### src/rtl/plvp_ram.sv
module plvp_ram #(
   parameter int Width = 32,
   parameter int Depth = 41
) (
   input  logic                     clock,
   input  logic                     wr_en,
   input  logic [$clog2(Depth)-1:0] wr_addr,
   input  logic [Width-1:0]         wr_data,
   input  logic [$clog2(Depth)-1:0] rd_addr,
   output logic [Width-1:0]         rd_data
);
   logic [Width-1:0] mem_ff [Depth];

   always_ff @(posedge clock) begin
      if (wr_en) begin
         mem_ff[wr_addr] <= wr_data;
      end
      rd_data <= mem_ff[rd_addr];
   end
endmodule

### config.mk
export PLATFORM = sky130hd
export DESIGN_NAME = plvp_ram
export DESIGN_NICKNAME = d
export VERILOG_FILES = /design/src/rtl/plvp_ram.sv
export SDC_FILE = /design/constraint.sdc
export NUM_CORES = 1
export LEC_CHECK = 0
export BUFFER_PORTS_ARGS = -buffer_cell sky130_fd_sc_hd__buf_4
export CORE_AREA = 2 2 373 375
export CTS_BUF_LIST = sky130_fd_sc_hd__clkbuf_2 sky130_fd_sc_hd__clkbuf_4 sky130_fd_sc_hd__clkbuf_8
export CTS_CLUSTER_SIZE = 16
export DETAILED_ROUTE_END_ITERATION = 12
export DIE_AREA = 0 0 375 377
export GPL_TIMING_DRIVEN = 1
export PLACE_DENSITY = 0.52
export SETUP_SLACK_MARGIN = 0.2
export SYNTH_ARGS = -nofsm -noshare
export SYNTH_HDL_FRONTEND = slang
export SYNTH_SLANG_ARGS = --single-unit
### constraint.sdc
create_clock -name clock -period 4 [get_ports clock]
set_clock_uncertainty 0.05 [all_clocks]
set_input_delay 0.2 -clock clock [delete_from_list [all_inputs] [get_ports clock]]
set_output_delay 0.2 -clock clock [all_outputs]
set_load 0.02 [all_outputs]
[Yosys cells after proc, flatten, opt, wreduce, memory -nomap -nowiden]
Memory sizes are Yosys's and may differ from the RTL's. A register that Yosys moved wholly into a read port is not among the register bits.
Index checks and enable logic that the tools add are counted.
Operators by class
  muxes and demuxes: 2
Operators with widths (count)
  $mux W1: 2
Storage, ports and cells
  register bits: 0
  bits in writable memories: 1312
  input bits: 46
  output and inout port bits: 32
  word-level logic and storage cells: 3
  memories: 1
Memory list
  mem_ff: words 41, width 32, rd ports 1, clocked after Yosys merged registers in 1, write ports 1, RTL line 12  | logic [Width-1:0] mem_ff [Depth];

[Depth between registers and ports, before layout]
  depth after elaboration: 2
  gate-level depth with buffers: 10
  mapped depth without buffers: 5

[Worst setup path before layout]
No wires, ideal clock.
  kind: input port to flip-flop
  from: input port wr_addr[2]
  to: memory mem_ff[40][0] (enable)
  setup time: 468 ps
  arrival time: 3368 ps
  data required time: 3482 ps
  path slack: 113 ps
  cell stages on the path: 4
  path buffers: 1
  cell sequence: or2_2 -> clkbuf_1 -> or3_1 -> nor3b_1
RTL lines
  start: declaration: RTL line 7  | input logic [$clog2(Depth)-1:0] wr_addr,
  end: declaration: RTL line 12
No word-level cell before the write port.

[Worst setup path in the final report]
  from: input port wr_addr[1]
  to: memory mem_ff[8][19] (enable)
No word-level cell before the write port.

==> flow_summary.toml <==
[status]
outcome = "finished, final reports clean"

[global_routing]
gr-usage-met1_pct = 27.5
grt_max_degree = 53
met2_usage_pct = 31.8
grt.overflow.total = 0
grt_pass1_wl_um = 199000
grt_pass1_vias = 27400
antenna_found_initial = 9
globalRouteMet3Util_pct = 4.00
grt-busiest-layer = "met2"
grt_use_total_pct = 19.8

[synth]
synth_seq_cells = 1344
syn_area_per_cell_um2 = 19.8
synth_seq_area_share_pct = 77.0
yosysTopAreaCell = "edfxtp_1"
syn_nets = 2671
syn-instance-count = 2625
synth-edff-count = 1312
synthFlopType = "edfxtp_1"
ys_warn_count = 0
synth_cell_type_count = 37
async_reset_ff_share_pct = 0
netlist_area_um2 = 52000
ys_top_cells_by_area = "edfxtp_1 (76%), mux2i_1 (8.9%), mux4_2 (4.3%), a22oi_1 (1.5%), dfxtp_1 (1.2%)"
yosys.area.top_type_share_pct = 75.7

[pwr]
p_per_area_nw_per_um2 = 477
leakage_nw = 20.1
vdd_drop_max_mv = 0.286

[die]
die-area_um2 = 141000
rows = 136
ios = 78
initial_core_util_pct = 38.0
core_area_um2 = 137000
die_y_um = 377
die_x_um = 375

[timing]
post-route-period-util_pct = 64.6
period_minus_slack_ns = 2.58
rsz0062_at_grt = "false"
fin_tns_setup_ns = 0
hold_viol_final = 0
worstMarginPinSlew_ns = 1.14
max_clock_freq_mhz = 387
fin_ws_ns = 1.42
slew_headroom_pct = 23.9
setup_viol = 0
final-max-slew-violation-count = 0

[placement]
place_hpwl_um = 77600
io_buffers = 77
place_ws_ns = 1.12
gp_congestion = 0.771

[worst_setup_path]
slowest_stage = "dlygate4sd3_1"
critical_path_required_ns = 4.47
worstSetupPathType = "in -> reg"
cp_max_fo = 17
crit_chain = "dlygate4sd3_1 -> buf_4 -> or2_2 -> or3_1 -> nor3_2 -> dlygate4sd3_1 -> buf_4"
crit_path_end_kind = "flip-flop"
arrival_ns = 3.05
critPathMaxStageDelay_ns = 0.64
critPathLaunchType = "input pin"

[clock_tree]
postCtsSetupBuffers = 0
cts_root_buf = "clkbuf_8"
clkLatencyLatePin_ns = 0.91
numClockSinks = 1344
cts_tree = "built"
cts.path.max_buffers = 3
cts_buffers = 208
cts_max_level = 4
path_clk_slew_ns = 0.06

[detailed_routing]
wire_per_inst_um = 28.7
routed_via_density = 5.43
drt-total-wl_um = 140000
vias = 26600
drcViolationCount = 0
detail_route.iter0.violations = 2586
first_pass_iters = 5
antenna_left = 0

[layout]
drive_gt1_share_pct = 23.8
area_growth_pct = 14.8
nFillCells = 11800
layout_common_cells = "edfxtp_1 (1312), mux2i_1 (464), clkbuf_8 (227), buf_4 (172), a22oi_1 (106)"
final_common_cell = "edfxtp_1"
layout.nets = 2961

[hold_path]
hold_class = "in -> reg"

[run]
drv_cap = 0
## synthesized netlist by cell type, types with 2 or more instances
cell	instances
buf_12	18
a22oi_1	106
o22ai_1	26
buf_8	6
or3_1	3
nand2b_1	7
mux2i_1	464
dfxtp_1	32
clkbuf_1	66
nor3_1	9
o21ai_1	2
buf_1	15
a22o_1	58
buf_2	19
a221oi_1	42
nand2_1	78
a21oi_1	64
o21ai_0	30
edfxtp_1	1312
mux4_2	100
nand3_1	16
or2_2	2
nor2_1	40
nor3b_1	2
nor2b_1	11
o31ai_1	4
mux2_2	14
a211oi_1	6
mux4_1	4
a221oi_2	10
buf_6	19
o41ai_2	22
buf_4	14
## flip-flops by register name (all words and copies together) (netlist names)
| name | count |
|---|---|
| mem_ff | 1312 |
| rd_data | 32 |
## cell families after synthesis
kind of cell / after synthesis / share of synthesized area (%)
flip-flops: 1344 / 77.0
AO/OA/AOI/OAI: 370 / 5.57
buffers and inverters: 157 / 2.25
AND/OR/NAND/NOR: 172 / 1.45
multiplexers: 582 / 13.8
## cell type report
| cell class | instances | area, µm² | area share [%] |
|---|---|---|---|
| Sequential cell | 1344 | 40000 | 67.0 |
| Antenna cell | 3 | 7.51 | 0.0126 |
| Clock inverter | 75 | 358 | 0.599 |
| Timing Repair Buffer | 237 | 2170 | 3.63 |
| Multi-Input combinational cell | 1124 | 11100 | 18.7 |
| Tap cell | 1794 | 2240 | 3.76 |
| Clock buffer | 313 | 3770 | 6.31 |
## metal layers
metal | vias up | routed length, µm
met5 | - | 20
met4 | 4 | 2560
met3 | 191 | 8720
met2 | 854 | 66900
met1 | 14100 | 61900
li1 | 11400 | -
## what timing repair did
action                    in CTS  in global routing
hold endpoints to repair    1426                  0
hold buffers                  42                  0
resized for setup              0                  0
## critical path, delay by kind of cell
| family | cells | cell delay, ns |
|---|---|---|
| buf+inv | 4 | 1.82 |
| simple gates | 3 | 1.02 |
## worst paths after layout
kind | start | endpoint | slack, ns | cells past startpoint
max | wr_addr[1] | mem_ff[8][19] | 1.42 | 7
min | rd_addr[2] | rd_data[30] | 0.08 | 5
max reg2reg | mem_ff[27][29] | rd_data[29] | 1.82 | 6
min reg2reg | mem_ff[40][4] | rd_data[4] | 0.52 | 4
## through the flow
step           util (%)  power (mW)  cells  hold slack (ns)  area [µm²]
2_1_floorplan         -        16.8   2625            0.249       52000
3_3_place_gp       40.3        17.5   4457            0.505       55200
3_5_place_dp       40.3        17.5   4457            0.511       55200
4_1_cts            43.6        28.8   4887          0.00280       59700
5_1_grt            43.6        29.5   4889           0.0544       59700
6_report           43.6        28.5   4890           0.0796       59700
## report_power, final
part	switching (mW)	internal [mW]
registers	0.0583	15.6
logic	1.01	0.573
clock network	5.23	6.06
total	6.30	22.2
Note: power is estimated with default switching activity, not from simulation.
