--- config.mk ---
export PLATFORM = sky130hd
export DESIGN_NAME = plvp_ctrl
export DESIGN_NICKNAME = d
export VERILOG_FILES = /design/src/rtl/plvp_pkg.sv /design/src/rtl/plvp_ctrl.sv
export SDC_FILE = /design/constraint.sdc
export NUM_CORES = 1
export LEC_CHECK = 0
export BUFFER_PORTS_ARGS = -buffer_cell sky130_fd_sc_hd__buf_2
export CORE_AREA = 2 2 141 115
export CTS_BUF_LIST = sky130_fd_sc_hd__clkbuf_16
export DETAILED_ROUTE_END_ITERATION = 8
export DIE_AREA = 0 0 143 117
export PLACE_DENSITY = 0.61
export SYNTH_ARGS = -nofsm -noshare
export SYNTH_HDL_FRONTEND = slang
export SYNTH_SLANG_ARGS = --single-unit
export TNS_END_PERCENT = 20
--- constraint.sdc ---
create_clock -name clock -period 5.4 [get_ports clock]
set_input_delay 0.54 -clock clock [delete_from_list [all_inputs] [get_ports clock]]
set_output_delay 0.54 -clock clock [all_outputs]
set_load 0.05 [all_outputs]
--- src/rtl/plvp_pkg.sv ---
package plvp_pkg;
   localparam int LookaheadDef  = 40;
   localparam int CoordWidthDef = 16;
   localparam int IdxW = 16;
   localparam int SpdW = 8;
   localparam int VelW = 17;
   localparam logic [1:0] RegPathLength = 2'd0;
   localparam logic [1:0] RegStartSpeed = 2'd1;
   localparam logic [1:0] RegEndSpeed   = 2'd2;
   localparam logic [1:0] RegMaxSpeed   = 2'd3;

   // controller to datapath
   typedef struct packed {
      logic       start;      // begin one result computation
      logic       is_flush;   // target is newest point (doubled difference)
      logic       last;       // flag for this result
   } plvp_cmd_type;

   // datapath to controller
   typedef struct packed {
      logic done;             // result computed and held
   } plvp_sts_type;
endpackage

--- src/rtl/plvp_ctrl.sv ---
// Sequencer: takes points, writes the ring, issues results, handles flush.
module plvp_ctrl #(
   parameter int Lookahead  = plvp_pkg::LookaheadDef,
   parameter int CoordWidth = plvp_pkg::CoordWidthDef
) (
   input  logic                        clock,
   input  logic                        reset,
   input  logic                        req_valid,
   output logic                        req_stall,
   input  logic [plvp_pkg::IdxW-1:0]   path_len,
   input  logic signed [CoordWidth-1:0] in_x,
   input  logic signed [CoordWidth-1:0] in_y,
   output logic                        ram_we,
   output logic [$clog2(Lookahead+1)-1:0] ram_wa,
   output logic [$clog2(Lookahead+1)-1:0] ram_ra,
   output logic [plvp_pkg::IdxW-1:0]   index,
   output logic signed [CoordWidth-1:0] new_x,
   output logic signed [CoordWidth-1:0] new_y,
   output logic                        prev_cap,  // latch read as previous point
   output plvp_pkg::plvp_cmd_type      cmd,
   input  plvp_pkg::plvp_sts_type      sts,
   output logic                        rsp_valid,
   input  logic                        rsp_stall
);
   localparam int Depth = Lookahead + 1;
   localparam int AW = $clog2(Depth);

   typedef enum logic [2:0] {
      C_IDLE, C_RDPREV, C_RDPT, C_ISSUE, C_WAIT, C_OUT
   } st_type;

   st_type                    st_ff;
   logic [plvp_pkg::IdxW-1:0] seen_ff;     // points taken this path
   logic [AW-1:0]             slot_ff;     // ring slot for the next point
   logic [plvp_pkg::IdxW-1:0] idx_ff;      // result index in progress
   logic [AW-1:0]             rslot_ff;
   logic                      last_ff;     // this point ends the path
   logic                      flush_ff;
   logic                      rsp_valid_ff;
   logic signed [CoordWidth-1:0] nx_ff, ny_ff;
   logic [AW-1:0]             ra_ff;
   logic                      pc_ff;
   plvp_pkg::plvp_cmd_type    cmd_ff;
   logic [plvp_pkg::IdxW-1:0] len_c;

   function automatic logic [AW-1:0] inc(input logic [AW-1:0] s);
      return (s == AW'(Depth - 1)) ? '0 : s + AW'(1);
   endfunction
   function automatic logic [AW-1:0] dec(input logic [AW-1:0] s);
      return (s == '0) ? AW'(Depth - 1) : s - AW'(1);
   endfunction

   assign len_c     = (path_len == '0) ? plvp_pkg::IdxW'(1) : path_len;
   assign req_stall = (st_ff != C_IDLE);
   assign rsp_valid = rsp_valid_ff;
   assign ram_we    = (st_ff == C_IDLE) && req_valid;
   assign ram_wa    = slot_ff;
   assign ram_ra    = ra_ff;
   assign index     = idx_ff;
   assign new_x     = nx_ff;
   assign new_y     = ny_ff;
   assign prev_cap  = pc_ff;
   assign cmd       = cmd_ff;

   always_ff @(posedge clock) begin
      if (reset) begin
         st_ff        <= C_IDLE;
         seen_ff      <= '0;
         slot_ff      <= '0;
         rsp_valid_ff <= 1'b0;
         cmd_ff       <= '0;
         pc_ff        <= 1'b0;
      end else begin
         case (st_ff)
            C_IDLE: begin
               if (req_valid) begin
                  nx_ff   <= in_x;
                  ny_ff   <= in_y;
                  last_ff <= (32'(seen_ff) + 32'd1 >= 32'(len_c));
                  if (seen_ff >= plvp_pkg::IdxW'(Lookahead)) begin
                     flush_ff <= 1'b0;
                     idx_ff   <= seen_ff - plvp_pkg::IdxW'(Lookahead);
                     rslot_ff <= inc(slot_ff);   // oldest slot = k-Lookahead
                     ra_ff    <= dec(slot_ff);
                     st_ff    <= C_RDPREV;
                  end else if (32'(seen_ff) + 32'd1 >= 32'(len_c)) begin
                     flush_ff <= 1'b1;
                     idx_ff   <= '0;
                     rslot_ff <= slot_ff - AW'(seen_ff);
                     ra_ff    <= slot_ff - AW'(seen_ff);
                     st_ff    <= C_RDPT;
                  end else begin
                     seen_ff <= seen_ff + plvp_pkg::IdxW'(1);
                  end
                  slot_ff <= inc(slot_ff);
               end
            end
            C_RDPREV: begin
               ra_ff <= rslot_ff;
               pc_ff <= 1'b1;        // latch the previous point read from the ring
               st_ff <= C_RDPT;
            end
            C_RDPT: begin
               pc_ff <= 1'b0;
               st_ff <= C_ISSUE;
            end
            C_ISSUE: begin
               cmd_ff.start    <= 1'b1;
               cmd_ff.is_flush <= flush_ff;
               cmd_ff.last     <= flush_ff ? (idx_ff == seen_ff) : !last_ff;
               st_ff           <= C_WAIT;
            end
            C_WAIT: begin
               cmd_ff.start <= 1'b0;
               if (sts.done) begin
                  rsp_valid_ff <= 1'b1;
                  st_ff        <= C_OUT;
               end
            end
            C_OUT: begin
               if (!rsp_stall) begin
                  rsp_valid_ff <= 1'b0;
                  if (flush_ff && idx_ff == seen_ff) begin
                     // path done: next path starts at ring slot 0
                     seen_ff <= '0;
                     slot_ff <= '0;
                     st_ff   <= C_IDLE;
                  end else if (flush_ff || last_ff) begin
                     if (!flush_ff) begin
                        // first flush result follows the lookahead result
                        idx_ff   <= seen_ff - plvp_pkg::IdxW'(Lookahead - 1);
                        rslot_ff <= inc(rslot_ff);
                        ra_ff    <= inc(rslot_ff);
                     end else begin
                        idx_ff   <= idx_ff + plvp_pkg::IdxW'(1);
                        rslot_ff <= inc(rslot_ff);
                        ra_ff    <= inc(rslot_ff);
                     end
                     flush_ff <= 1'b1;
                     st_ff    <= C_RDPT;
                  end else begin
                     seen_ff <= seen_ff + plvp_pkg::IdxW'(1);
                     st_ff   <= C_IDLE;
                  end
               end
            end
            default: begin
               st_ff <= C_IDLE;
            end
         endcase
      end
   end
endmodule

# Word-level counts from Yosys, hierarchy flattened
# Cells that the tools add are included.
# word_totals
regBits,92
input_bits,53
output_inout_bits,67
elab_cells,119
# classes
n_addsub,9
bitwise,1
n_reduce_logical,20
order_cmp,2
muxes,54
n_eq_ne,18
# op_table
operator,count
$mux 16,14
$mux 6,14
$pmux 16 s2,2
$add 16x1->16 const B,2
$sub 16x6->16 const B,2
$pmux 6 s2,2
$pmux 3 s6,1
$pmux 6 s3,1
$add 16x1->17 const B,1
$ge 17x16->1,1
$eq 16x16->1,1
$ge 16x6->1 const B,1
$logic_not 16->1,1
$ne 2x2->1 const B,8
$mux 3,5
$reduce_and 7->1,2
$add 6x1->6 const B,2
$eq 6x6->1 const B,2
$mux 1,9
$pmux 1 s2,4
$reduce_and 4->1,2
$reduce_bool 2->1,4
$eq 3x2->1 const B,2
$eq 3x3->1 const B,2
other kinds (15),19

# Depth between registers and ports, before layout
# depth
depth_word,7
mapped_depth,16
depth_no_buf,13

# Worst setup path after synthesis
# OpenSTA, ideal clock, no wires.
# synth_path
path_type,reg-to-reg
startpoint,register seen_ff[0] in the netlist's numbering
endpoint,"register flush_ff, enable pin"
path_buffers,1
required_ps,4997
t_arrival_ps,3680
setup_time_ps,403
setup_slack_ps,1317
synth_period_minus_slack_ps,4083
path_stages_with_launch,14
path_cell_list,dfxtp_1 > ha_1 > clkbuf_1 > nand2_1 > or4_1 > nor2_1 > xor2_1 > ha_1 > nand2_1 > nor4_1 > a21boi_0 > o21ai_0 > o31ai_1 > nor2_1
# synth_between
elab_chain_cells,4
word_cells_on_any_way,8
cone_classes,add/sub (1); order compare (2); eq/ne (3); reduce/logical (2)
# synth_rtl
item,line,rtl
"start, declared",plvp_ctrl.sv:33,logic [plvp_pkg::IdxW-1:0] seen_ff;
"start signal, assigned",plvp_ctrl.sv:93,seen_ff <= seen_ff + plvp_pkg::IdxW'(1);
"start signal, assigned",plvp_ctrl.sv:142,seen_ff <= seen_ff + plvp_pkg::IdxW'(1);
$add 16x1->17 or $eq 16x16->1 (tied branches),"plvp_ctrl.sv:86, plvp_ctrl.sv:123",
$ge 17x16->1 or $logic_and 1x1->1 (tied branches),"plvp_ctrl.sv:86, plvp_ctrl.sv:123",
$ne 3x1->1 (no source line) or $ne 2x2->1 (tied branches),--,
$reduce_and 7->1 (no source line) (*),--,
"end signal, assigned",plvp_ctrl.sv:81,flush_ff <= 1'b0;
"end signal, assigned",plvp_ctrl.sv:87,flush_ff <= 1'b1;
"end signal, assigned",plvp_ctrl.sv:139,flush_ff <= 1'b1;
"end, declared",plvp_ctrl.sv:38,logic flush_ff;
# Mark *: on every way between the ends. The rest lies on a longest branch, timed or not.
# A chain may end at the register's enable or synchronous reset.

# Final worst setup path
# layout_path
startpoint,register seen_ff[1] in the netlist's numbering
endpoint,"register rslot_ff[2], enable pin"
# layout_between
elab_chain_cells,4
word_cells_on_any_way,8
cone_classes,add/sub (1); order compare (2); eq/ne (3); reduce/logical (2)
# layout_rtl
item,line,rtl
$add 16x1->17 or $eq 16x16->1 (tied branches),"plvp_ctrl.sv:86, plvp_ctrl.sv:123",
$ge 17x16->1 or $logic_and 1x1->1 (tied branches),"plvp_ctrl.sv:86, plvp_ctrl.sv:123",
$ne 3x1->1 (no source line) or $ne 2x2->1 (tied branches),--,
$reduce_and 7->1 (no source line) (*),--,
"end signal, assigned",plvp_ctrl.sv:83,rslot_ff <= inc(slot_ff);
"end signal, assigned",plvp_ctrl.sv:89,rslot_ff <= slot_ff - AW'(seen_ff);
"end signal, assigned",plvp_ctrl.sv:132,rslot_ff <= inc(rslot_ff);
"end, declared",plvp_ctrl.sv:36,logic [AW-1:0] rslot_ff;
# Marked as above.

==> summary.txt <==
Placed design
  • PortBufs: 119
  • Gpl congestion: 0.951
  • Placed insts: 963
  • Post-detail-place hpwl: 12.0 mm

Global route
  • Largest net degree at the start of global routing: 35
  • Remaining Overflow, GRT: 0
  • First-pass GRT wire length: 25.0 mm
  • Vias in the first global route: 4,784
  • Antenna violations before repair: 0
  • All-layer global routing usage: 19.2%

STA
  • Worst Clk Skew: 5.60 ps
  • Max-slew violations: 0
  • RSZ-0062 raised after global routing: no
  • Final hold vios: 0
  • Max_slew headroom: 42.6%
  • Slew at the pin closest to its max-slew limit: 858 ps
  • Setup violations, final: 0
  • Fin crit share: 74.6%
  • Hold Slack: 354 ps
  • Max Clk Rate: 0.248 GHz
  • Tmin final: 4030 ps
  • Total negative slack: 0 ps

Logic synthesis
  • Yosys top cell by area: edfxtp_1
  • Yosys cell types: 63
  • Top post-synthesis cells by area: edfxtp_1 31%, dfxtp_1 10%, ha_1 6.4%, xnor2_1 6.2%, xor2_1 4.8%
  • Syn Nets: 749
  • Main synth FF type: edfxtp_1
  • Yosys reg bits: 92
  • Seq/Total Area, Yosys: 40.8%
  • Cell area after synthesis: 6030 um^2
  • Mean post-synth cell area: 9.08 um^2
  • Asr flop ratio synth: 0%
  • Yosys warns: 0
  • Mapped Cells: 664
  • Yosys top cell area share: 30.9%
  • EDFF count, synth: 62

Final layout
  • N_diodes: 0
  • Layout cells sized above 1: 20.2%
  • Fin nets: 844
  • Area Growth Syn to Fin: 17.5%
  • FILL cells: 1,473
  • Finished Layout Cells: 979
  • Area of the multi-input gates: 3260 um^2
  • Storage element area: 2460 um^2

Floorplan
  • Die height: 117 um
  • Core ar.: 15,400 um^2
  • I/O pins: 120
  • Initial core utilization: 39.0%
  • Die area: 16,700 um^2
  • Die width: 143 um
  • Row count: 41

CTS
  • Post-CTS Setup Bufs: 0
  • Clock Latency Late Sink: 360 ps
  • Reg clk slew, reported paths: 70 ps
  • Post-cts sizing count: 0
  • Htree depth: 3
  • CTS Hold Buffers Added: 0
  • Clk root buf: clkbuf_16
  • TritonCTS sink count: 92
  • Clk buf depth: 2
  • CTS tree: yes
  • Cts bufs inserted: 9

Hold path
  • Worst Hold Path Cells: 1
  • Worst hold start: in_x[2]
  • Hold Crit Class: in2reg

Pwr
  • Sequential share of power: 48.3%
  • Max IR drop VDD: 177 uV
  • Clock share of power: 41.2%
  • PD cells: 227 nW/um^2
  • Cell internal pwr: 1.19 mW
  • Leak Pwr: 2.92 nW
  • Combinational power share: 10.5%
  • Psw: 0.411 mW
  • Switch share: 25.6%

Detailed routing
  • Detailed-route DRC error count: 0
  • Via count: 5,217
  • WL final: 15.8 mm
  • Iter 0 DRT Violations: 481
  • Post-route ant nets: 0
  • Avg WL per Cell: 16.2 um
  • Detailed Routing Iterations Pass 1: 5
  • Via density: 5.33

Worst setup path
  • R2R cell count: 14
  • Kind of critical path: reg2reg
  • Crit Path Max Fanout: 23
  • WP data arrival: 4110 ps
  • CP required: 5480 ps
  • Worst Setup Start Kind: flop
  • Reg-to-Reg Start: seen_ff[1]
  • CP Capture Type: flop
  • Worst Setup SP: seen_ff[1]

Outcome
  • Status: finished, final reports clean

Flow run
  • Maximum capacitance violations: 0
-- cells by family after synthesis --
| logic type | share of synthesized area, % |
|---|---|
| fa+ha+maj | 6.77 |
| flops | 40.8 |
| compound gates | 16.0 |
| simple gates | 19.3 |
| xor+xnor | 11.0 |
| buf+inv | 5.06 |
| mux | 0.996 |
-- layout by cell type (no fill, tap or decap), drive strengths merged, types with 31 or more instances in the layout --
| cell type | n |
|---|---|
| nor2 | 55 |
| xnor2 | 43 |
| inv | 42 |
| nand2 | 61 |
| o21ai | 35 |
| a21oi | 50 |
| edfxtp | 62 |
| ha | 31 |
| xor2 | 33 |
| buf | 125 |
-- critical path: stages (launching register included) --
cell and delay, ps:
dfxtp_1 540, ha_1 410, nand3_1 150, or2_2 380, nor2_1 140, xor2_1 290, ha_1 310, a21oi_1 140
o21ai_0 90, a21oi_1 200, a21boi_0 190, o21ai_0 180, o31ai_1 390, nor2_1 80, buf_4 250
-- state kept, by name (all words and copies together), names as in the netlist --
register	cells
flush_ff	1
rsp_valid	1
prev_cap	1
seen_ff	16
ram_wa	6
index	16
new_y	16
st_ff	3
new_x	16
rslot_ff	6
cmd	3
last_ff	1
ram_ra	6
-- worst paths after layout --
kind	endpoint	slack (ps)
hold reg to reg	cmd[1]	490
hold / removal	new_x[2]	350
setup reg to reg	rslot_ff[2]	1370
setup / recovery	rslot_ff[2]	1370
-- through the flow --
step / utilization (%) / instance area (um^2) / setup slack [ps] / total power [mW]
after global routing: 45.9 / 7080 / 963 / 1.66
final: 45.9 / 7080 / 1370 / 1.61
after detailed placement: 43.9 / 6770 / 1420 / 0.959
after floorplan: - / 6030 / 1320 / 0.905
after CTS: 45.9 / 7080 / 1400 / 1.62
after global placement: 43.9 / 6770 / 1540 / 0.956
-- layer usage --
metal / up-vias / global-route usage [%] / part of all wire, %
met5: - / 0 / 0
met4: 0 / 4.95 / 1.0
met3: 14 / 4.68 / 7.8
met2: 205 / 28.6 / 43
met1: 2433 / 28.1 / 48
li1: 2565 / - / -
-- cell usage after synthesis, drive strengths merged (7+ instances only) --
| master | count |
|---|---|
| ha | 31 |
| o21ai | 35 |
| xnor2 | 43 |
| xor2 | 33 |
| o22ai | 15 |
| nor2 | 55 |
| and3 | 10 |
| nand2b | 9 |
| nor4 | 7 |
| a21oi | 50 |
| dfxtp | 30 |
| a21o | 9 |
| edfxtp | 62 |
| inv | 37 |
| nand2 | 61 |
| clkbuf | 35 |
| or3b | 10 |
| nand3 | 20 |
| nor3 | 21 |
-- power by group through the flow --
| stage | sequential (mW) | clock, mW | combinational (mW) |
|---|---|---|---|
| 4_1_cts | 0.775 | 0.676 | 0.168 |
| 5_1_grt | 0.776 | 0.696 | 0.185 |
| 6_report | 0.775 | 0.662 | 0.168 |
| 2_1_floorplan | 0.828 | 0 | 0.0766 |
| 3_3_place_gp | 0.790 | 0 | 0.166 |
| 3_5_place_dp | 0.791 | 0 | 0.168 |
-- cell type report --
class | instances | share of cell area, %
timing repair buffer | 125 | 9.05
multi-input combinational | 494 | 46.1
sequential | 92 | 34.8
clock buffer | 9 | 3.18
clock inverter | 7 | 1.15
inverter | 37 | 1.96
tap | 215 | 3.80
No activity file was read; power rests on OpenSTA's default activity.
