$ cat src/rtl/plvp_pkg.sv
package plvp_pkg;
   localparam int LookaheadDef  = 40;
   localparam int CoordWidthDef = 16;
   localparam int IdxW = 16;
   localparam int SpdW = 8;
   localparam int VelW = 17;
   localparam logic [1:0] RegPathLength = 2'd0;
   localparam logic [1:0] RegStartSpeed = 2'd1;
   localparam logic [1:0] RegEndSpeed   = 2'd2;
   localparam logic [1:0] RegMaxSpeed   = 2'd3;

   // controller to datapath
   typedef struct packed {
      logic       start;      // begin one result computation
      logic       is_flush;   // target is newest point (doubled difference)
      logic       last;       // flag for this result
   } plvp_cmd_type;

   // datapath to controller
   typedef struct packed {
      logic done;             // result computed and held
   } plvp_sts_type;
endpackage

$ cat src/rtl/plvp_datapath.sv
// Velocity arithmetic for one result: speed divide, then square root and two divides unless the direction is zero.
module plvp_datapath #(
   parameter int CoordWidth = plvp_pkg::CoordWidthDef
) (
   input  logic                        clock,
   input  logic                        reset,
   input  plvp_pkg::plvp_cmd_type      cmd,
   output plvp_pkg::plvp_sts_type      sts,
   input  logic signed [CoordWidth-1:0] tgt_x,
   input  logic signed [CoordWidth-1:0] tgt_y,
   input  logic signed [CoordWidth-1:0] prv_x,
   input  logic signed [CoordWidth-1:0] prv_y,
   input  logic signed [CoordWidth-1:0] pnt_x,
   input  logic signed [CoordWidth-1:0] pnt_y,
   input  logic [plvp_pkg::IdxW-1:0]   index,
   input  logic [plvp_pkg::IdxW-1:0]   path_len,
   input  logic [plvp_pkg::SpdW-1:0]   start_speed,
   input  logic [plvp_pkg::SpdW-1:0]   end_speed,
   input  logic [plvp_pkg::SpdW-1:0]   max_speed,
   output logic signed [plvp_pkg::VelW-1:0] vel_x,
   output logic signed [plvp_pkg::VelW-1:0] vel_y,
   output logic [plvp_pkg::IdxW-1:0]   vel_index,
   output logic                        vel_last
);
   localparam int DW = CoordWidth + 2;    // doubled difference
   localparam int MW = DW - 1;            // magnitude width
   localparam int NumW = 42;              // 256*(255*65535)+L/2 fits
   localparam int QW = 60;                // quotient / dividend width

   typedef enum logic [3:0] {
      S_IDLE, S_NORM, S_SPD, S_SQ, S_SQRT, S_DX, S_DY, S_DONE
   } ph_type;

   ph_type                ph_ff;
   logic [6:0]            cnt_ff;
   logic                  nx_ff, ny_ff, zero_ff;
   logic [MW-1:0]         ax_ff, ay_ff;
   logic [NumW-1:0]       rem_ff;     // generic remainder
   logic [QW-1:0]         num_ff;     // dividend being shifted in
   logic [QW-1:0]         quo_ff;
   logic [QW-1:0]         den_ff;
   logic [16:0]           v_ff;
   logic [63:0]           sq_n_ff, sq_res_ff, sq_bit_ff;
   logic [31:0]           s_ff;
   logic [16:0]           ox_ff;
   logic [plvp_pkg::IdxW-1:0] idx_ff;
   logic                  last_ff;

   logic signed [DW-1:0]  dx_c, dy_c;
   logic [plvp_pkg::IdxW-1:0] len_c, ii_c;
   logic [QW:0]           trial_c;
   logic [QW-1:0]         rem_sh_c;
   logic [63:0]           sq_t_c;
   logic [31:0]           ax32_c, ay32_c;

   always_comb begin
      if (cmd.is_flush) begin
         dx_c = DW'(tgt_x) - DW'(pnt_x);
         dy_c = DW'(tgt_y) - DW'(pnt_y);
         dx_c = dx_c <<< 1;
         dy_c = dy_c <<< 1;
      end else begin
         dx_c = DW'(prv_x) + DW'(tgt_x) - (DW'(pnt_x) <<< 1);
         dy_c = DW'(prv_y) + DW'(tgt_y) - (DW'(pnt_y) <<< 1);
      end
      len_c = (path_len == '0) ? plvp_pkg::IdxW'(1) : path_len;
      ii_c  = (index > len_c) ? len_c : index;
      // restoring divide step; remainder stays below the divisor
      rem_sh_c = QW'({rem_ff, num_ff[QW-1]});
      trial_c  = {1'b0, rem_sh_c} - {1'b0, den_ff};
      sq_t_c   = sq_res_ff + sq_bit_ff;
      ax32_c   = 32'(ax_ff);
      ay32_c   = 32'(ay_ff);
   end

   always_ff @(posedge clock) begin
      if (reset) begin
         ph_ff <= S_IDLE;
      end else begin
         case (ph_ff)
            S_IDLE: begin
               if (cmd.start) begin
                  nx_ff   <= dx_c[DW-1];
                  ny_ff   <= dy_c[DW-1];
                  ax_ff   <= MW'(dx_c[DW-1] ? -dx_c : dx_c);
                  ay_ff   <= MW'(dy_c[DW-1] ? -dy_c : dy_c);
                  zero_ff <= (dx_c == '0) && (dy_c == '0);
                  idx_ff  <= index;
                  last_ff <= cmd.last;
                  // speed numerator, rounding included
                  num_ff  <= QW'({24'(start_speed) * 24'(len_c - ii_c)
                                  + 24'(end_speed) * 24'(ii_c), 8'd0})
                             + QW'(len_c >> 1);
                  den_ff  <= QW'(len_c);
                  rem_ff  <= '0;
                  quo_ff  <= '0;
                  cnt_ff  <= 7'(QW);
                  ph_ff   <= S_NORM;
               end
            end
            S_NORM: begin
               // shift magnitudes together below 2^16
               if (((ax_ff | ay_ff) >> 16) != '0) begin
                  ax_ff <= ax_ff >> 1;
                  ay_ff <= ay_ff >> 1;
               end else begin
                  ph_ff <= S_SPD;
               end
            end
            S_SPD, S_DX, S_DY: begin
               if (ph_ff == S_DX && cnt_ff == 7'd1) begin
                  // x quotient complete: keep it and load the y divide
                  ox_ff  <= 17'(trial_c[QW] ? {quo_ff[QW-2:0], 1'b0}
                                            : {quo_ff[QW-2:0], 1'b1});
                  num_ff <= QW'({34'(v_ff) * 34'(ay_ff), 14'd0}) + QW'(s_ff >> 1);
                  rem_ff <= '0;
                  quo_ff <= '0;
                  cnt_ff <= 7'(QW);
                  ph_ff  <= S_DY;
               end else begin
                  num_ff <= num_ff << 1;
                  if (!trial_c[QW]) begin
                     rem_ff <= NumW'(trial_c[QW-1:0]);
                     quo_ff <= {quo_ff[QW-2:0], 1'b1};
                  end else begin
                     rem_ff <= NumW'(rem_sh_c);
                     quo_ff <= {quo_ff[QW-2:0], 1'b0};
                  end
                  cnt_ff <= cnt_ff - 7'd1;
                  if (cnt_ff == 7'd1) begin
                     ph_ff <= (ph_ff == S_SPD) ? S_SQ : S_DONE;
                  end
               end
            end
            S_SQ: begin
               if (quo_ff < QW'({max_speed, 8'd0})) begin
                  v_ff <= 17'(quo_ff);
               end else begin
                  v_ff <= {1'b0, max_speed, 8'd0};
               end
               sq_n_ff   <= (64'(ax32_c * ax32_c) + 64'(ay32_c * ay32_c)) << 28;
               sq_res_ff <= '0;
               sq_bit_ff <= 64'd1 << 62;
               ph_ff     <= zero_ff ? S_DONE : S_SQRT;
            end
            S_SQRT: begin
               if (sq_bit_ff == '0) begin
                  s_ff   <= 32'(sq_res_ff);
                  num_ff <= QW'({34'(v_ff) * 34'(ax_ff), 14'd0})
                            + QW'(sq_res_ff[31:1]);
                  den_ff <= QW'(sq_res_ff);
                  rem_ff <= '0;
                  quo_ff <= '0;
                  cnt_ff <= 7'(QW);
                  ph_ff  <= S_DX;
               end else begin
                  if (sq_n_ff >= sq_t_c) begin
                     sq_n_ff   <= sq_n_ff - sq_t_c;
                     sq_res_ff <= (sq_res_ff >> 1) + sq_bit_ff;
                  end else begin
                     sq_res_ff <= sq_res_ff >> 1;
                  end
                  sq_bit_ff <= sq_bit_ff >> 2;
               end
            end
            S_DONE: begin
               if (zero_ff) begin
                  vel_x <= signed'(v_ff);
                  vel_y <= '0;
               end else begin
                  vel_x <= signed'(nx_ff ? 17'(-ox_ff) : ox_ff);
                  vel_y <= signed'(ny_ff ? 17'(-quo_ff[16:0]) : quo_ff[16:0]);
               end
               vel_index <= idx_ff;
               vel_last  <= last_ff;
               ph_ff     <= S_IDLE;
            end
            default: begin
               ph_ff <= S_IDLE;
            end
         endcase
      end
   end

   assign sts.done = (ph_ff == S_DONE);
endmodule

$ cat config.mk
export PLATFORM = sky130hd
export DESIGN_NAME = plvp_datapath
export DESIGN_NICKNAME = d
export VERILOG_FILES = /design/src/rtl/plvp_pkg.sv /design/src/rtl/plvp_datapath.sv
export SDC_FILE = /design/constraint.sdc
export NUM_CORES = 2
export LEC_CHECK = 0
export ABC_AREA = 1
export BUFFER_PORTS_ARGS = -buffer_cell sky130_fd_sc_hd__buf_4
export CAP_MARGIN = 20
export CORE_ASPECT_RATIO = 1.25
export CORE_MARGIN = 3
export CORE_UTILIZATION = 40
export CTS_CLUSTER_SIZE = 30
export DETAILED_ROUTE_END_ITERATION = 12
export PLACE_DENSITY = 0.58
export SYNTH_ARGS = -nofsm -noshare
export SYNTH_HDL_FRONTEND = slang
export SYNTH_SLANG_ARGS = --single-unit
$ cat constraint.sdc
create_clock -name clock -period 18.82 [get_ports clock]
set_input_delay 0.941 -clock clock [delete_from_list [all_inputs] [get_ports clock]]
set_output_delay 0.941 -clock clock [all_outputs]
set_load 0.01 [all_outputs]
# Yosys cells after proc, flatten, opt, wreduce, memory -nomap -nowiden
# Cells that the tools add are included.
# W data, S select, Z words.
[classes]
n_addsub = 21
mul = 6
magnitude_cmp = 3
eq_ne = 15
muxes = 53
bitwise_logic = 2
reduce_logical = 23
[ops]
columns = ["operator", "count"]
rows = [
  ["$mux W60", 8],
  ["$pmux W64 S2", 3],
  ["$pmux W60 S3", 2],
  ["$mux W64", 5],
  ["$mux W42", 4],
  ["$mux W17", 9],
  ["$mul A17 B17 Y34", 4],
  ["$pmux W42 S3", 1],
  ["$pmux W60 S2", 1],
  ["$add A48 B31 Y49", 2],
  ["$neg A17 Y17", 4],
  ["$pmux W17 S2", 2],
  ["$add A63 B64 Y64", 1],
  ["$add A64 B64 Y64", 1],
  ["$ge A64 B64 Y1", 1],
  ["$logic_not A64 Y1", 1],
  ["$sub A64 B64 Y64", 1],
  ["$sub A43 B60 Y61", 1],
  ["$lt A60 B16 Y1", 1],
  ["$sub A16 B16 Y17", 3],
  ["$mux W16", 3],
  ["$logic_not A18 Y1", 2],
  ["$mux W18", 2],
  ["$sub A17 B17 Y18", 2],
  ["32 further kinds", 59],
]
[totals]
reg_bits = 596
input_bits = 157
out_inout_bits = 52
wordCells = 147

# Longest topological paths before layout
[depth]
word_depth = 10
depth_mapped = 56
ltp_nobuf = 55

# Worst setup path after synthesis
# No wires, ideal clock.
[synth_timing]
path_kind = "input -> register"
start = "in reset"
end = "reg cnt_ff[0] (enable)"
setup_time_ps = 947
t_arrival_ps = 13620
required_time_ps = 17873
slack_ps = 4253
stages = 4
path_buffers = 1
cell_sequence = "clkbuf_1 > inv_1 > nand2_1 > a211oi_1"
[synth_between]
elab_chain_cells = 2
[synth_lines]
columns = ["element", "line_no", "source"]
rows = [
  ["start, declared", "plvp_datapath.sv:6", "input logic reset,"],
  ["$not A1 Y1 (no line)", "-", ""],
  ["$reduce_and A4 Y1 (no line)", "-", ""],
  ["end signal, assigned", "plvp_datapath.sv:97", "cnt_ff <= 7'(QW);"],
  ["end signal, assigned", "plvp_datapath.sv:118", "cnt_ff <= 7'(QW);"],
  ["end signal, assigned", "plvp_datapath.sv:129", "cnt_ff <= cnt_ff - 7'd1;"],
  ["end, declared", "plvp_datapath.sv:35", "logic [6:0] cnt_ff;"],
]
# No other way between the ends.
# A chain may end at the register's enable or synchronous reset.

# Worst setup path after layout
[layout_timing]
start = "in path_len[7] (netlist bit)"
end = "reg num_ff[28], data pin"
[layout_between]
elab_chain_cells = 10
elab_cells_between_ends = 11
classes_between = "add/sub: 3; mul: 2; order compare: 1; mux: 4; reduce/logical: 1"
[layout_lines]
columns = ["element", "line_no", "source"]
rows = [
  ["start, declared", "plvp_datapath.sv:16", "input logic [plvp_pkg::IdxW-1:0] path_len,"],
  ["$logic_not A16 Y1", "plvp_datapath.sv:66", "len_c = (path_len == '0) ? plvp_pkg::IdxW'(1) : path_len;"],
  ["$mux W16 *", "plvp_datapath.sv:66", ""],
  ["$gt A16 B16 Y1", "plvp_datapath.sv:67", "ii_c = (index > len_c) ? len_c : index;"],
  ["$mux W16", "plvp_datapath.sv:67", ""],
  ["$sub A16 B16 Y17", "plvp_datapath.sv:91", "num_ff <= QW'({24'(start_speed) * 24'(len_c - ii_c)"],
  ["$mul A9 B17 Y24", "plvp_datapath.sv:91", ""],
  ["$add A24 B24 Y24", "plvp_datapath.sv:92", "+ 24'(end_speed) * 24'(ii_c), 8'd0})"],
  ["$add A32 B15 Y33 *", "plvp_datapath.sv:93", "+ QW'(len_c >> 1);"],
  ["$mux W60 *", "plvp_datapath.sv:82", "if (cmd.start) begin"],
  ["$pmux W60 S3 *", "plvp_datapath.sv:80", "case (ph_ff)"],
  ["end signal, assigned", "plvp_datapath.sv:91", ""],
  ["end signal, assigned", "plvp_datapath.sv:115", "num_ff <= QW'({34'(v_ff) * 34'(ay_ff), 14'd0}) + QW'(s_ff >> 1);"],
  ["end signal, assigned", "plvp_datapath.sv:121", "num_ff <= num_ff << 1;"],
  ["end, declared", "plvp_datapath.sv:39", "logic [QW-1:0] num_ff;"],
]
# Every way passes the cells marked *; elsewhere a longest branch is shown, timed or not. The select of a mux whose other input is x is not followed.

==> impl_results.md <==
- Sequential area share after synthesis: 18.3%
- DRT iter0 DRCs: 5338
- YS warnings: 0
- Final HPWL DP: 248000 µm
- Family with the most delay on the worst path: adder cells
- Post-CTS Resized: 0
- Area Growth Syn to Fin: 7.90%
- RSZ-0062 raised after global routing: no
- CTS H-tree lvls: 3
- Status: finished, final reports clean
- Fin. max-slew vios: 0
- Worst path slowest cell: xnor2_1
- Critical path's most frequent cell: inv_1
- Synth Flop Type: edfxtp_1
- Router iterations before antenna repair: 6
- Nets@finish: 14300
- Antenna violations before repair: 5
- Area of the die: 236000 µm²
- First-pass GRT wire length: 471000 µm
- Post-synth EDFFs: 559
- CP Max Fanout: 19
- Ranking of synthesized cells by area: fa_1 (25%), edfxtp_1 (18%), inv_1 (12%)
- Routed Antenna Nets: 0
- Total GRT Usage: 25.4%
- Min-Delay Path Class: flip-flop to flip-flop
- Setup bufs post-CTS: 0
- Clock net sink count: 562
- Commonest non-fill, non-tap cells in the layout: inv_1 (2863), nand2_1 (2700), fa_1 (1163)
- Critical path class: input pin to flip-flop
- Post-Syn Area: 92200 µm²
- Nature of the critical path endpoint: flip-flop
- Hold Fails Final Rpt: 0
- Clk buf depth: 3
- Least-Margin Pin Slew: 1.10 ns
- Sum Neg Setup Slack: 0 ns
- Highest achievable clock rate: 90.6 MHz
- Max Cap Viol: 0
- Most common cell after layout, fill and taps aside: inv_1
- Top-area cell type share of the netlist area: 25.2%
- Hold-fix buffers, CTS: 0
- WL final: 301000 µm
- Total gr overflow: 0
- CP max stage delay: 0.67 ns
- Yosys top cell by area: fa_1
- Startpoint Class: input pin
- Clock tree from TritonCTS: yes
- Num rows: 196
- Min Tclk post-route: 11.04 ns
- Die height: 543 µm
- Syn_nets: 14200
- Largest net degree at the start of global routing: 68
- DRC: 0
- Clock Skews: 0.0407 ns
- Initial core utilization: 40.3%
- GP Congestion: 0.970
- Post-Syn Instances: 12100
- Clk pin slew, worst setup/hold paths: 0.07 ns
- CTS Buf Count: 72
- Io pins: 209
- Layout cells sized above 1: 5.35%
- Avg Cell Area, Syn: 7.63 µm²
- Buffers and inverters on the worst path: 10
- Vias in the first global route: 82000
- Critical Path RT: 19.23 ns
- Clock root buffer: clkbuf_16
- Vias per cell: 5.14
- Synth async-reset ratio: 0%
- Period utilisation layout: 58.7%
- WL per Instance: 19.7 µm
- Relative slew margins: 25.8%
- Critical Path AT: 11.45 ns
- Final setup viols: 0
- Chip Width: 436 µm
- IO Port Bufs: 208
- #FFs+latches synth: 562
- Core area: 229000 µm²
- Synth cell types: 77
- DR vias: 78400
- Worst-Skew Late Latency: 0.68 ns
==> through the flow <==
stage / hold WS (ns) / utilization, % / setup slack (ns) / cell area (µm²) / instances
final: 0.418 / 43.5 / 7.78 / 99500 / 15300
after global routing: 0.424 / 43.5 / 6.86 / 99500 / 15300
after CTS: 0.413 / 43.5 / 7.71 / 99500 / 15300
after detailed placement: 0.407 / 42.5 / 7.01 / 97200 / 15100
after global placement: 0.410 / 42.5 / 6.93 / 97200 / 15100
after floorplan: 0.400 / - / 4.25 / 92200 / 12100
==> layout make-up <==
class	instances	area, µm²
fill	23400	129000
multi-input combinational	8285	63200
sequential	562	16800
inverter	2894	10900
tap	3069	3840
timing repair buffer	318	2400
clock buffer	84	1860
clock inverter	46	500
antenna	1	2.50
==> sequential cells by signal (all words and copies together), names as in the netlist, 3 cells and up <==
signal     flops
ph_ff          3
ax_ff         17
num_ff        60
idx_ff        16
vel_y         17
cnt_ff         7
ox_ff         17
ay_ff         17
sq_bit_ff     32
v_ff          17
sq_n_ff       64
vel_index     16
rem_ff        42
den_ff        60
vel_x         17
s_ff          31
quo_ff        60
sq_res_ff     64
==> synth_stat cells (all sizes together) (42+ instances only) <==
cell	instances
a31oi	59
clkbuf	299
inv	2891
o21bai	42
a21o	48
nand2	2742
xnor2	131
nor3	99
nand4	117
or2	52
nor2	993
nand3	418
edfxtp	559
ha	813
buf	52
xor2	164
fa	1163
o21ai	546
nor4	48
a21oi	645
==> cells by family (layout without fill, tap and decap cells) <==
logic type               count (synthesis)  in the layout  synth area share (%)
multiplexers                             2              2                0.0244
AO/OA/AOI/OAI                         1509           1509                  9.16
adder cells (fa/ha/maj)               1976           1976                  36.3
AND/OR/NAND/NOR                       4502           4502                  20.1
flip-flops                             562            562                  18.3
XOR/XNOR                               295            295                  2.84
buffers and inverters                 3245           3342                  13.3
other                                    1              2               0.00407
==> worst register-to-register path: cells and delay by family, from the launching register on <==
kind,cells,cell delay (ns)
AOI/OAI and AO/OA,2,0.24
DFF,1,0.79
buffers and inverters,9,1.02
xor gates and xnor gates,1,0.40
and+or+nand+nor,17,2.14
adders and majority gates,8,3.73
==> worst paths after layout <==
path	start	cells after the start	to	slack (ns)
max	path_len[7]	50	num_ff[28]$_DFFE_PP_	7.78
min	idx_ff[3]$_DFFE_PP_	0	vel_index[3]$_DFFE_PP_	0.42
max reg2reg	ay_ff[9]$_DFFE_PP_	37	num_ff[45]$_DFFE_PP_	10.25
min reg2reg	idx_ff[3]$_DFFE_PP_	0	vel_index[3]$_DFFE_PP_	0.42
==> layer usage <==
metal  wire, µm  global-route usage [%]  vias to the layer above
li1           -                       -                    37400
met1     122000                    30.9                    38400
met2     152000                    46.3                     2055
met3      13000                    2.41                      527
met4      12900                    9.79                        0
met5          0                       0                        -
Power is not shown: default switching activity piles up to over one toggle a cycle in this logic, so the estimate is an artifact.
